### src/rtl/se2_edge_residual_jacobian_macros.svh
// assertion helpers
`ifndef SE2_EDGE_RESIDUAL_JACOBIAN_MACROS_SVH
`define SE2_EDGE_RESIDUAL_JACOBIAN_MACROS_SVH

// same-cycle implication
`define SE2_ASSERT_IMP(lbl, ante, cons, msg) \
    lbl: assert property (@(posedge clk) disable iff (!rst_n) (ante) |-> (cons)) \
        else $error(msg);

// next-cycle implication
`define SE2_ASSERT_NXT(lbl, ante, cons, msg) \
    lbl: assert property (@(posedge clk) disable iff (!rst_n) (ante) |=> (cons)) \
        else $error(msg);

`endif

### src/rtl/se2_pkg.sv
package se2_pkg;

    localparam int CW    = 34;
    localparam int DW    = 33;
    localparam int HW    = 35;
    localparam int RW    = 36;
    localparam int AW    = 37;
    localparam int NSTEP = 30;
    localparam int SW    = 5;
    localparam int NV    = NSTEP + 6;

    localparam logic signed [CW-1:0] CORDIC_GAIN = 34'sh026DD3B6A;
    localparam logic signed [HW-1:0] PI_Q29      = 35'sd1686629713;
    localparam logic signed [HW-1:0] HALF_PI_Q29 = 35'sd843314856;
    localparam logic signed [HW-1:0] TWO_PI_Q29  = 35'sd3373259426;

    localparam logic [31:0] ATAN_TAB [NSTEP] = '{
        32'h3243F6A8, 32'h1DAC6705, 32'h0FADBAFC, 32'h07F56EA6, 32'h03FEAB76,
        32'h01FFD55B, 32'h00FFFAAA, 32'h007FFF55, 32'h003FFFEA, 32'h001FFFFD,
        32'h000FFFFF, 32'h0007FFFF, 32'h0003FFFF, 32'h0001FFFF, 32'h0000FFFF,
        32'h00007FFF, 32'h00003FFF, 32'h00001FFF, 32'h00000FFF, 32'h000007FF,
        32'h000003FF, 32'h000001FF, 32'h000000FF, 32'h0000007F, 32'h0000003F,
        32'h0000001F, 32'h0000000F, 32'h00000007, 32'h00000003, 32'h00000001
    };

    typedef enum logic [1:0] {
        REG_ODOM_POS,
        REG_ODOM_ROT,
        REG_LOOP_POS,
        REG_LOOP_ROT
    } reg_idx_t;

    typedef enum logic [1:0] {
        SH_16,
        SH_29,
        SH_30
    } shift_sel_t;

    typedef struct packed {
        logic signed [CW-1:0] x;
        logic signed [CW-1:0] y;
        logic signed [CW-1:0] z;
        logic                 flip;
    } cordic_t;

    typedef struct packed {
        logic                 kind;
        logic signed [DW-1:0] dx;
        logic signed [DW-1:0] dy;
        logic signed [31:0]   mdx;
        logic signed [31:0]   mdy;
        logic signed [HW-1:0] dth;
    } side_t;

endpackage

### src/rtl/se2_cordic_step.sv
module se2_cordic_step (
    input  logic                clk,
    input  logic                en,
    input  logic [se2_pkg::SW-1:0] step,
    input  se2_pkg::cordic_t    d_in,
    input  se2_pkg::side_t      s_in,
    output se2_pkg::cordic_t    d_out,
    output se2_pkg::side_t      s_out
);
    import se2_pkg::*;

    cordic_t d_reg;
    cordic_t d_next;
    side_t   s_reg;
    logic signed [CW-1:0] xs;
    logic signed [CW-1:0] ys;
    logic signed [CW-1:0] ang;

    always_comb
    begin
        xs  = d_in.x >>> step;
        ys  = d_in.y >>> step;
        ang = CW'(ATAN_TAB[step]);
        d_next.flip = d_in.flip;
        if (d_in.z >= 0)
        begin
            d_next.x = d_in.x - ys;
            d_next.y = d_in.y + xs;
            d_next.z = d_in.z - ang;
        end
        else
        begin
            d_next.x = d_in.x + ys;
            d_next.y = d_in.y - xs;
            d_next.z = d_in.z + ang;
        end
    end

    always_ff @(posedge clk)
    begin
        if (en)
        begin
            d_reg <= d_next;
            s_reg <= s_in;
        end
    end

    assign d_out = d_reg;
    assign s_out = s_reg;

endmodule

### config.mk
export PLATFORM = sky130hd
export DESIGN_NAME = se2_cordic_step
export DESIGN_NICKNAME = d
export VERILOG_FILES = /design/src/rtl/se2_edge_residual_jacobian_macros.svh /design/src/rtl/se2_pkg.sv /design/src/rtl/se2_cordic_step.sv
export SDC_FILE = /design/constraint.sdc
export NUM_CORES = 1
export LEC_CHECK = 0
export BUFFER_PORTS_ARGS = -buffer_cell sky130_fd_sc_hd__buf_2
export CAP_MARGIN = 0
export CORE_AREA = 2 2 229 231
export DETAILED_ROUTE_END_ITERATION = 12
export DIE_AREA = 0 0 231 233
export PLACE_DENSITY = 0.63
export SYNTH_ARGS = -nofsm -noshare
export SYNTH_HDL_FRONTEND = slang
export SYNTH_SLANG_ARGS = --single-unit
### constraint.sdc
create_clock -name clk -period 11.85 [get_ports clk]
set_input_delay 0.5925 -clock clk [delete_from_list [all_inputs] [get_ports clk]]
set_output_delay 0.5925 -clock clk [all_outputs]
set_load 0.01 [all_outputs]
Yosys cells after proc, flatten, opt, wreduce, memory -nomap -nowiden
Memory sizes are Yosys's and may differ from the RTL's. Cells that the tools add are included.

Shift operators: 2. Muxes and demuxes: 3. Add/subtract/negate cells: 6. Bitwise operators: 1. $lt $le $gt $ge: 2.

Operators with widths (number): $mux W102 (1); $add A34 B34 Y34 (2); $sshr A34 B5 Y34 (2); $sub A34 B34 Y34 (2); $mux W32 (2); $add A34 B33 Y34 (1); $ge A34 B1 Y1 const B (1); $sub A34 B33 Y34 (1); $ge A6 B6 Y1 const B (1); $not A5 Y6 (1).

Memories kept: 1. Bits in read-only memories: 1024. Logic and storage cells: 25. Input port bits: 276. Flip-flop bits (word level): 269.

Memory list: (name not given) (depth 32, width 32, rd ports 1, clocked after memory_dff 0, write ports 0, line se2_cordic_step.sv:23) `ang = CW'(ATAN_TAB[step]);`.

Longest topological paths before layout
Depth in word-level cells: 6. Mapped depth: 27. Gate-level depth less buffers: 21.

Least setup slack after synthesis
No wires, ideal clock.

Path type: input -> register. Start: in step[0] (netlist name). End: reg d_reg (netlist bit d_out[67]) (data pin). Data required time: 11.562 ns. Setup slack: 5.888 ns. Cell stages on the path: 23. Setup time: 0.288 ns. Path buffers: 6. Data arrival time: 5.674 ns. Cell sequence: buf_6 buf_6 buf_4 buf_4 buf_2 buf_2 mux2i_1 mux2i_1 a32o_1 nor3_1 ha_1 nand2_1 or3_1 o41ai_1 xnor2_1 ha_1 a2111o_1 a21oi_1 a31oi_1 o41ai_1 a21oi_1 o41ai_1 o311ai_0.

RTL lines: start: declaration (line se2_cordic_step.sv:4) `input logic [se2_pkg::SW-1:0] step,`; end signal: assignment (line se2_cordic_step.sv:43) `d_reg <= d_next;`; end: declaration (line se2_cordic_step.sv:12) `cordic_t d_reg;`.

==> qor.txt <==
Met2 Use GR -> 54.90%
Die area -> 0.05382 mm^2
Global route hottest layer -> met2
Adder-cell share of the synthesized area -> 7.049%
Multiplexer share of the synthesized area -> 13.22%
GP Congestion -> 0.9474
Crit path capture -> d_out[67]$_DFFE_PP_
Synth cell types -> 97
Critical path, cell by cell -> buf_6 > buf_4 > mux4_2 > mux2i_1 > o22ai_1 > nor3_1 > ha_1 > nand2_1 > nor3_1 > nand2_1 > o31ai_1 > xor2_1 > ha_1 > and2_1 > o21ai_0 > a21boi_0 > o41ai_1 > a21oi_1 > o41ai_1 > o311ai_0
Via/cell ratio -> 6.025
Final net count -> 2779
EDFF count, synth -> 269
Largest family of logic cells by synthesized area -> compound AO/OA/AOI/OAI gates
Synth Area in Compound Gates -> 17.72%
I/O pin cnt -> 545
Hold Fails Final Rpt -> 0
Syn Inst Count -> 1887
Ys flop type -> edfxtp_1
Fraction of layout cells with a size suffix above 1 -> 31.51%
Critical path fanouts, max -> 71
Finish-stage setup viols -> 0
Clock power frac -> 27.0%
WP depth -> 20
Vias in the first global route -> 18120
Reg area -> 0.008078 mm^2
Most common cell in the netlist -> edfxtp_1
Critical path data required time -> 12.12 ns
Fill count -> 4745
Max cap viols -> 0
Num CTS Buffers -> 31
Sw frac -> 34.24%
Worst-Margin Slew -> 1.050 ns
Largest net degree at the start of global routing -> 166
Die X -> 231 um
Syn Nets -> 2276
Drt drc -> 0
Ys async rst share -> 0%
CORE AREA -> 0.05109 mm^2
First-pass GRT wire length -> 121.2 mm
Layout Cells excl Fill -> 3103
Via count -> 18700
Layout area overhead -> 21.31%
Most frequent cells after synthesis -> edfxtp_1 (269), nand2_1 (152), a21oi_1 (130)
Wire per inst -> 27.62 um
Critical-path top delay cell -> buf_4
Cell family with most CP delay -> compound AO/OA/AOI/OAI gates
Comb pwr share -> 36.7%
Placed cell area -> 0.02369 mm^2
Sequential area share after synthesis -> 39.64%
CP Launch Type -> primary input
Worst Min Path Start -> s_in[55]
Fin. max-slew vios -> 0
Crit path largest cell delay -> 0.82 ns
Port Buffers -> 544
Power Density -> 143.2 mW/mm^2
CTS tree -> built
Routed Wire Length -> 85.70 mm
Starting Density -> 39.88%
Gr ovfl total -> 0
Die height -> 233 um
Synth area leader -> edfxtp_1
DRT iter0 DRCs -> 1875
Root Buffer -> clkbuf_16
XOR/XNOR share of the synthesized area -> 7.375%
Tcrit/Tclk final -> 63.43%
Post-synthesis simple-gate area fraction -> 11.72%
Pre-Repair DR Iteration Count -> 5
Tot Pwr -> 3.540 mW
Met1 Use GR -> 36.86%
CTS Sinks -> 269
RSZ-0062 raised after global routing -> no
Global-route met3 utilization -> 5.858%
HP Class -> primary input to flip-flop
Crit path buffers/inverters -> 2
Post-CTS Resized -> 0
Longest Clk Path Bufs -> 3
Pleak -> 10.16 nW
Critical path class -> primary input to flip-flop
Tmin final -> 7.516 ns
Maximum VDD drop -> 0.1284 mV
Worst setup startpoint -> step[0]
Switch Pwr -> 1.212 mW
Slew HR -> 29.07%
CTS clock-pin slew for the worst setup and hold paths -> 0.06 ns
Top cells by area, synth -> edfxtp_1 (40%), mux4_2 (8.7%), ha_1 (6.8%)
Rows -> 83
Mapped Area -> 0.02038 mm^2
Status -> complete, no violations
Initial antenna violation count -> 16
Fmax -> 133.0 MHz
Worst Slack Setup Final -> 4.334 ns
Sequential share of power -> 36.3%
FF+latch count, synth -> 269
Pre-CTS WS -> 3.848 ns
Multi-input logic area -> 0.01164 mm^2
Fin Setup TNS -> 0 ns
Int Pwr -> 2.328 mW
Ys Warns -> 0
Post-CTS Hold Buffers -> 0
Post-CTS Setup Bufs -> 0
CP arrival -> 7.79 ns
Post-synthesis area per instance -> 10.80 um^2
All-Layer GR Usage -> 30.47%
Post-route design area -> 0.02472 mm^2
Placed insts -> 3037
Final antenna-violating net count -> 0
Dpl hpwl -> 67.60 mm
CP endpoint kind -> flip-flop
Top cell type's share of synthesized area -> 39.64%
H-tree depth -> 1
-- power by group through the flow --
| stage | Sequential [mW] | Combinational [mW] | Clock, mW |
|---|---|---|---|
| after floorplan | 1.38 | 0.731 | 0 |
| after global placement | 1.30 | 1.28 | 0 |
| after detailed placement | 1.30 | 1.29 | 0 |
| after CTS | 1.29 | 1.29 | 0.980 |
| after global routing | 1.30 | 1.40 | 1.01 |
| final | 1.29 | 1.30 | 0.957 |
-- cell type report --
type,instances,area share [%]
Antenna cell,11,0.1114
Clock buffer,39,3.260
Clock inverter,16,0.7947
Inverter,52,0.7897
Multi-Input combinational cell,1469,47.09
Sequential cell,269,32.68
Tap cell,680,3.442
Timing Repair Buffer,567,11.83
-- cell usage in the layout (no fill, tap or decap), types with 61 or more instances in the layout --
| master | Yosys | layout |
|---|---|---|
| mux2i_1 | 61 | 61 |
| o21ai_0 | 107 | 107 |
| buf_2 | 24 | 542 |
| mux4_2 | 79 | 79 |
| xnor2_1 | 108 | 108 |
| nor2_1 | 120 | 119 |
| nand2_1 | 152 | 152 |
| ha_1 | 110 | 110 |
| xor2_1 | 61 | 61 |
| edfxtp_1 | 269 | 269 |
| a21oi_1 | 130 | 130 |
-- metal layers --
layer | wire length [um] | part of all wire [%] | up-vias
li1 | - | - | 8329
met3 | 6624 | 7.7 | 111
met4 | 2262 | 2.6 | 8
met1 | 33030 | 39 | 9378
met2 | 43720 | 51 | 870
met5 | 57 | 0.067 | -
-- metrics by stage --
step | util [%] | hold WS [ns]
2_1_floorplan | - | 0.6914
3_3_place_gp | 46.36 | 0.7692
3_5_place_dp | 46.36 | 0.7706
4_1_cts | 48.32 | 0.1602
5_1_grt | 48.34 | 0.1652
6_report | 48.38 | 0.1864
-- kinds of logic (layout without fill, tap and decap cells) --
family	Yosys count	after routing
buffers and inverters	149	674
flip-flops	269	269
other	0	11
AND/OR/NAND/NOR	479	479
adder cells (fa/ha/maj)	113	113
multiplexers	167	167
XOR/XNOR	170	170
AO/OA/AOI/OAI	540	540
-- sequential cells by signal (all words and copies together), names as in the netlist --
name and flops:
d_out 103, s_out 166
-- worst min path at each step --
stage,to,depth (start not counted)
after floorplan,d_out[0]$_DFFE_PP_,0
after global placement,s_out[14]$_DFFE_PP_,1
after CTS,s_out[55]$_DFFE_PP_,1
after global routing,s_out[84]$_DFFE_PP_,1
final,s_out[55]$_DFFE_PP_,1
after detailed placement,s_out[22]$_DFFE_PP_,1
Power figures use the tool's default switching activity.
