## src/rtl/se2_edge_residual_jacobian_macros.svh

```systemverilog
// assertion helpers
`ifndef SE2_EDGE_RESIDUAL_JACOBIAN_MACROS_SVH
`define SE2_EDGE_RESIDUAL_JACOBIAN_MACROS_SVH

// same-cycle implication
`define SE2_ASSERT_IMP(lbl, ante, cons, msg) \
    lbl: assert property (@(posedge clk) disable iff (!rst_n) (ante) |-> (cons)) \
        else $error(msg);

// next-cycle implication
`define SE2_ASSERT_NXT(lbl, ante, cons, msg) \
    lbl: assert property (@(posedge clk) disable iff (!rst_n) (ante) |=> (cons)) \
        else $error(msg);

`endif

```

## src/rtl/se2_pkg.sv

```systemverilog
package se2_pkg;

    localparam int CW    = 34;
    localparam int DW    = 33;
    localparam int HW    = 35;
    localparam int RW    = 36;
    localparam int AW    = 37;
    localparam int NSTEP = 30;
    localparam int SW    = 5;
    localparam int NV    = NSTEP + 6;

    localparam logic signed [CW-1:0] CORDIC_GAIN = 34'sh026DD3B6A;
    localparam logic signed [HW-1:0] PI_Q29      = 35'sd1686629713;
    localparam logic signed [HW-1:0] HALF_PI_Q29 = 35'sd843314856;
    localparam logic signed [HW-1:0] TWO_PI_Q29  = 35'sd3373259426;

    localparam logic [31:0] ATAN_TAB [NSTEP] = '{
        32'h3243F6A8, 32'h1DAC6705, 32'h0FADBAFC, 32'h07F56EA6, 32'h03FEAB76,
        32'h01FFD55B, 32'h00FFFAAA, 32'h007FFF55, 32'h003FFFEA, 32'h001FFFFD,
        32'h000FFFFF, 32'h0007FFFF, 32'h0003FFFF, 32'h0001FFFF, 32'h0000FFFF,
        32'h00007FFF, 32'h00003FFF, 32'h00001FFF, 32'h00000FFF, 32'h000007FF,
        32'h000003FF, 32'h000001FF, 32'h000000FF, 32'h0000007F, 32'h0000003F,
        32'h0000001F, 32'h0000000F, 32'h00000007, 32'h00000003, 32'h00000001
    };

    typedef enum logic [1:0] {
        REG_ODOM_POS,
        REG_ODOM_ROT,
        REG_LOOP_POS,
        REG_LOOP_ROT
    } reg_idx_t;

    typedef enum logic [1:0] {
        SH_16,
        SH_29,
        SH_30
    } shift_sel_t;

    typedef struct packed {
        logic signed [CW-1:0] x;
        logic signed [CW-1:0] y;
        logic signed [CW-1:0] z;
        logic                 flip;
    } cordic_t;

    typedef struct packed {
        logic                 kind;
        logic signed [DW-1:0] dx;
        logic signed [DW-1:0] dy;
        logic signed [31:0]   mdx;
        logic signed [31:0]   mdy;
        logic signed [HW-1:0] dth;
    } side_t;

endpackage

```

## src/rtl/se2_wmul.sv

```systemverilog
module se2_wmul (
    input  logic                       clk,
    input  logic                       en,
    input  logic signed [se2_pkg::AW-1:0] a,
    input  logic [31:0]                w,
    input  se2_pkg::shift_sel_t        shc,
    output logic signed [31:0]         res
);
    import se2_pkg::*;

    logic signed [16:0] wh;
    logic signed [16:0] wl;
    logic signed [AW+16:0] ph_next;
    logic signed [AW+16:0] ph_reg;
    logic signed [AW+17:0] pl_next;
    logic signed [AW+17:0] pl_reg;
    logic signed [AW+17:0] half;
    shift_sel_t shc_reg;
    logic signed [AW+18:0] sum;
    logic signed [AW+18:0] shifted;
    logic signed [31:0] res_next;
    logic signed [31:0] res_reg;

    always_comb
    begin
        wh = $signed({1'b0, w[31:16]});
        wl = $signed({1'b0, w[15:0]});
        case (shc)
            SH_16:   half = (AW+18)'(1) <<< 15;
            SH_29:   half = (AW+18)'(1) <<< 28;
            SH_30:   half = (AW+18)'(1) <<< 29;
            default: half = (AW+18)'(1) <<< 15;
        endcase
        ph_next = a * wh;
        pl_next = a * wl + half;
    end

    always_comb
    begin
        sum = (AW+19)'(ph_reg) + (AW+19)'(pl_reg >>> 16);
        case (shc_reg)
            SH_16:   shifted = sum;
            SH_29:   shifted = sum >>> 13;
            SH_30:   shifted = sum >>> 14;
            default: shifted = sum;
        endcase
        if (shifted > (AW+19)'(64'sd2147483647))
            res_next = 32'sh7FFFFFFF;
        else if (shifted < -(AW+19)'(64'sd2147483648))
            res_next = 32'sh80000000;
        else
            res_next = shifted[31:0];
    end

    always_ff @(posedge clk)
    begin
        if (en)
        begin
            ph_reg  <= ph_next;
            pl_reg  <= pl_next;
            shc_reg <= shc;
            res_reg <= res_next;
        end
    end

    assign res = res_reg;

endmodule

```

## config.mk

```make
export PLATFORM = sky130hd
export DESIGN_NAME = se2_wmul
export DESIGN_NICKNAME = d
export VERILOG_FILES = /design/src/rtl/se2_edge_residual_jacobian_macros.svh /design/src/rtl/se2_pkg.sv /design/src/rtl/se2_wmul.sv
export SDC_FILE = /design/constraint.sdc
export NUM_CORES = 2
export LEC_CHECK = 0
export BUFFER_PORTS_ARGS = -buffer_cell sky130_fd_sc_hd__buf_2
export CAP_MARGIN = 20
export CORE_MARGIN = 1
export CORE_UTILIZATION = 61
export CTS_BUF_LIST = sky130_fd_sc_hd__clkbuf_4 sky130_fd_sc_hd__clkbuf_8
export DETAILED_ROUTE_END_ITERATION = 10
export PLACE_DENSITY = 0.78
export SYNTH_ARGS = -nofsm -noshare
export SYNTH_HDL_FRONTEND = slang
export SYNTH_SLANG_ARGS = --single-unit
```

## constraint.sdc

```tcl
create_clock -name clk -period 9.2 [get_ports clk]
set_input_delay 0.92 -clock clk [delete_from_list [all_inputs] [get_ports clk]]
set_output_delay 0.92 -clock clk [all_outputs]
set_load 0.03 [all_outputs]
```

Yosys cells after proc, flatten, opt, wreduce, memory -nomap -nowiden
Cells that the tools add are included.
{ "totals": {"regBits": 143, "in_bits": 73} }
{ "classes": {"addsub": 2, "n_mul": 2, "order_cmp": 2, "eq_ne": 4, "n_mux": 3} }
{ "ops": {"columns": ["op", "count"], "rows": [
  ["$mul A37 B17 Y54", 2],
  ["$pmux W54 S2", 1],
  ["$pmux W30 S2", 1],
  ["$add A54 B31 Y55", 1],
  ["$add A54 B39 Y55", 1],
  ["$gt A55 B32 Y1 const B", 1],
  ["$lt A55 B32 Y1 const B", 1],
  ["$mux W32", 1],
  ["$eq A2 B1 Y1 const B", 2],
  ["$eq A2 B2 Y1 const B", 2]
]} }

Depth between registers and ports, before layout
{ "depth": {"ltp_word": 4, "depth_mapped": 28, "depth_no_buf": 26} }

Least setup slack after synthesis
Ideal clock, no wire load.
{ "synth_timing": {"path_kind": "in2reg", "from": "input port w[18]", "to": "register ph_reg[47] (data pin)", "setup_ns": 0.158, "arrival_time_ns": 7.288, "required_time_ns": 9.042, "path_slack_ns": 1.754, "stages": 25, "cell_sequence": "clkbuf_1 > clkbuf_1 > nand2_1 > fa_1 > fa_1 > fa_1 > inv_1 > fa_1 > fa_1 > inv_1 > fa_1 > inv_1 > ha_1 > and3_1 > a221oi_1 > o21bai_1 > a21oi_1 > o21ai_0 > nor3_1 > a21oi_1 > a21boi_0 > nor2_1 > a221o_1 > a2111o_1 > o211ai_1"} }
{ "synth_between": {"elab_chain_cells": 1} }
{ "synth_lines": {"columns": ["item", "line", "rtl"], "rows": [
  ["start: declaration", "se2_wmul.sv:5", "input logic [31:0] w,"],
  ["$mul A37 B17 Y54", "se2_wmul.sv:34", "ph_next = a * wh;"],
  ["net ph_next[47]", "se2_wmul.sv:13", "logic signed [AW+16:0] ph_next;"],
  ["end signal: assignment", "se2_wmul.sv:59", "ph_reg <= ph_next;"],
  ["end: declaration", "se2_wmul.sv:14", "logic signed [AW+16:0] ph_reg;"]
]} }
The timed path passes the listed nets, and every way through them passes these cells.
A chain may end at the register's enable or synchronous reset.

Worst setup path after layout
{ "layout_timing": {"from": "input port w[8]", "to": "register pl_reg[51] (data pin)"} }
{ "layout_between": {"elab_chain_cells": 2} }
{ "layout_lines": {"columns": ["item", "line", "rtl"], "rows": [
  ["$mul A37 B17 Y54", "se2_wmul.sv:35", "pl_next = a * wl + half;"],
  ["$add A54 B31 Y55", "se2_wmul.sv:35", null],
  ["net pl_next[51]", "se2_wmul.sv:15", "logic signed [AW+17:0] pl_next;"],
  ["end signal: assignment", "se2_wmul.sv:60", "pl_reg <= pl_next;"],
  ["end: declaration", "se2_wmul.sv:16", "logic signed [AW+17:0] pl_reg;"]
]} }
The timed path passes the listed nets, and every way through them passes these cells.

==> summary.txt <==
Outcome
  • Run status: finished, final reports clean

Route
  • Routed length per placed instance: 19.4 um
  • DR DRC count: 0
  • Antenna-violating nets left: 0
  • Vias: 37100
  • Vias per cell: 5.70
  • DRT Pass-1 Iters: 6
  • Routed wire length: 127000 um
  • DR iter-0 viols: 2638

Clocking
  • TritonCTS buffer count: 17
  • Setup repair bufs after CTS: 0
  • Clock transition at path regs: 0.08 ns
  • Clock tree buffer depth: 2
  • Clock Root Buffer: clkbuf_8
  • TritonCTS clock tree: built
  • Hold buffer count at cts: 0
  • # resized after CTS: 0
  • Clock Latency Late Sink: 0.49 ns
  • Clock sinks: 127
  • H-tree depth: 4

Critical path
  • Crit-path leading delay family: adder cells
  • Worst path arrival time: 8.05 ns
  • Ordered cell list for the critical path: buf_2 -> buf_4 -> nand2_1 -> fa_1 -> inv_1 -> fa_1 -> fa_1 -> fa_1 -> fa_1 -> inv_1 -> fa_1 -> inv_1 -> ha_1 -> a21oi_1 -> o21ai_0 -> or2_2 -> a211oi_1 -> nor2b_1 -> nor3_1 -> a211oi_1 -> a211oi_1 -> or3_1 -> a21oi_1 -> xnor2_1
  • Crit. End Element: register
  • WS Path Type: input pin to register
  • CP dominant cell by count: fa_1
  • CP Launch Type: input pin
  • Critical Path RT: 9.44 ns
  • Crit Path Max Fanout: 22
  • WP buf/inv: 5
  • CP max stage cell: fa_1
  • Largest stage delay, worst path: 0.56 ns

Global routing
  • Largest net degree at the start of global routing: 66
  • Initial antenna violation count: 6
  • Overflow after GRT: 0
  • Tot GR Track Use: 32.7%
  • First-pass GRT wire length: 210000 um
  • Number of global-route vias before repair: 40400

STA
  • Setup_tns: 0 ns
  • Slew Limit Fails: 0
  • Max Fclk: 0.128 GHz
  • Worst-margin pin slew: 0.975 ns
  • Final period util: 84.9%
  • Min Tclk post-route: 7.81 ns
  • RSZ-0062 raised after global routing: false
  • Setup Skew: 0.0110 ns
  • Rel. slew slack: 34.5%
  • Final setup violation count: 0
  • Hold Vio Cnt, Final: 0

Synthesis
  • Mapped Area: 0.0497 mm2
  • FF+latch count, synth: 127
  • Post-synth top area cell: fa_1
  • Most common flop cell mapped by yosys: edfxtp_1
  • Synth async-reset ratio: 0%
  • Top cells by area, synth: fa_1, inv_1, ha_1
  • Seq/Total Area, Yosys: 7.67%
  • Synth warn: 0
  • Syn avg cell area: 8.96 um2
  • Synth unique cells: 88
  • Post-Synthesis Cells: 5543
  • Post-Syn Nets: 7082
  • Share of the synthesized area in the top cell type: 45.3%
  • EDFF count, synth: 127

Cells and area
  • Most common cell after layout, fill and taps aside: inv_1
  • Most frequent cells in the layout: inv_1, fa_1, nand2_1, and2_1, ha_1
  • Layout cells sized above 1: 4.18%
  • Max FFs per register: 54
  • Area Overhead vs Synth: 2.99%
  • Nets: 6981

Die
  • Die width: 287 um
  • # rows: 104
  • Die footprint: 0.0826 mm2
  • Die Ht: 287 um
  • I/O pins: 105
  • Initial Util: 61.7%
  • Core Area: 0.0805 mm2

Place
  • DP HPWL: 102000 um
  • RePlAce Congestion: 0.938
  • Buffers on Ports: 104

Min path
  • Hold WC Path Type: input pin to register

Flow run
  • Total of max-cap violations: 0
[cell families after synthesis]
kind of cell,Yosys count,share of synthesized area (%)
compound gates,545,7.32
xor+xnor,127,2.24
fa+ha+maj,1466,53.9
buf+inv,1630,12.6
flops,127,7.67
mux,4,0.0881
simple gates,1644,16.2
[through the flow]
step                util [%]  area [um2]  hold slack, ns  worst slack, ns  instances
floorplan                  -       49700           0.700             1.75       5543
global placement        63.1       50800           0.826             1.10       6483
detailed placement      63.1       50800           0.859             1.04       6483
CTS                     63.5       51200           0.750             1.54       6515
global route            63.5       51200           0.735            0.998       6516
finish                  63.5       51200           0.795             1.39       6518
[worst reg2reg max path, stage by stage (launching register included)]
cell and delay, ns:
edfxtp_1 0.68, ha_1 0.64, nand2_1 0.16, nor2_1 0.34
nand4_1 0.23, a2111oi_2 0.60, nand3_1 0.17, nand2_1 0.16
nor2_1 0.07, a2111oi_0 0.53, a31oi_1 0.26, o41ai_4 0.42
buf_4 0.35, o21ai_1 0.17
[synthesized netlist by cell type (8+ instances only)]
library cell / count
nor2b_1: 20
o21a_1: 20
a211oi_1: 19
a21o_1: 54
o21bai_1: 29
fa_1: 1124
o21ai_1: 24
a221o_1: 23
o21ai_0: 96
and4_1: 12
nand2b_1: 19
nand4_1: 28
inv_1: 1349
a221oi_1: 17
o31ai_1: 10
nand2_1: 745
ha_1: 342
a21oi_1: 150
a31oi_1: 19
edfxtp_1: 127
buf_1: 13
xnor2_1: 96
or3_1: 8
nor4_1: 10
nand3_1: 37
nor2_1: 138
and2_1: 550
xor2_1: 31
nor3_1: 38
and3_1: 17
clkbuf_1: 246
o211ai_1: 10
[metal layers]
layer / GRT usage, % / up-vias / share of wire, %
li1: - / 16400 / -
met1: 41.4 / 18900 / 39
met2: 54.7 / 1461 / 49
met3: 4.50 / 381 / 6.9
met4: 17.3 / 6 / 6.0
met5: 0 / - / 0.031
[area by class of cell]
cell class / instances / area, um2
multi-input cells: 3786 / 39600
fillers: 6695 / 29400
inverters: 1349 / 5060
flip-flops and latches: 127 / 3810
well taps: 1060 / 1330
repair buffers: 161 / 951
clock buffers: 20 / 256
clock inverters: 12 / 113
diodes: 3 / 7.51
[worst paths after layout]
| check | from | depth (start not counted) | to | slack (ns) |
|---|---|---|---|---|
| worst max register to register | pl_reg[54] | 13 | res[22] | 4.12 |
| worst max-delay path | w[8] | 24 | pl_reg[51] | 1.39 |
| worst min register to register | pl_reg[16] | 3 | res[0] | 0.91 |
| worst min-delay path | shc[1] | 1 | shc_reg[1] | 0.79 |
Power is not shown: default switching activity piles up to over one toggle a cycle in this logic, so the estimate is an artifact.
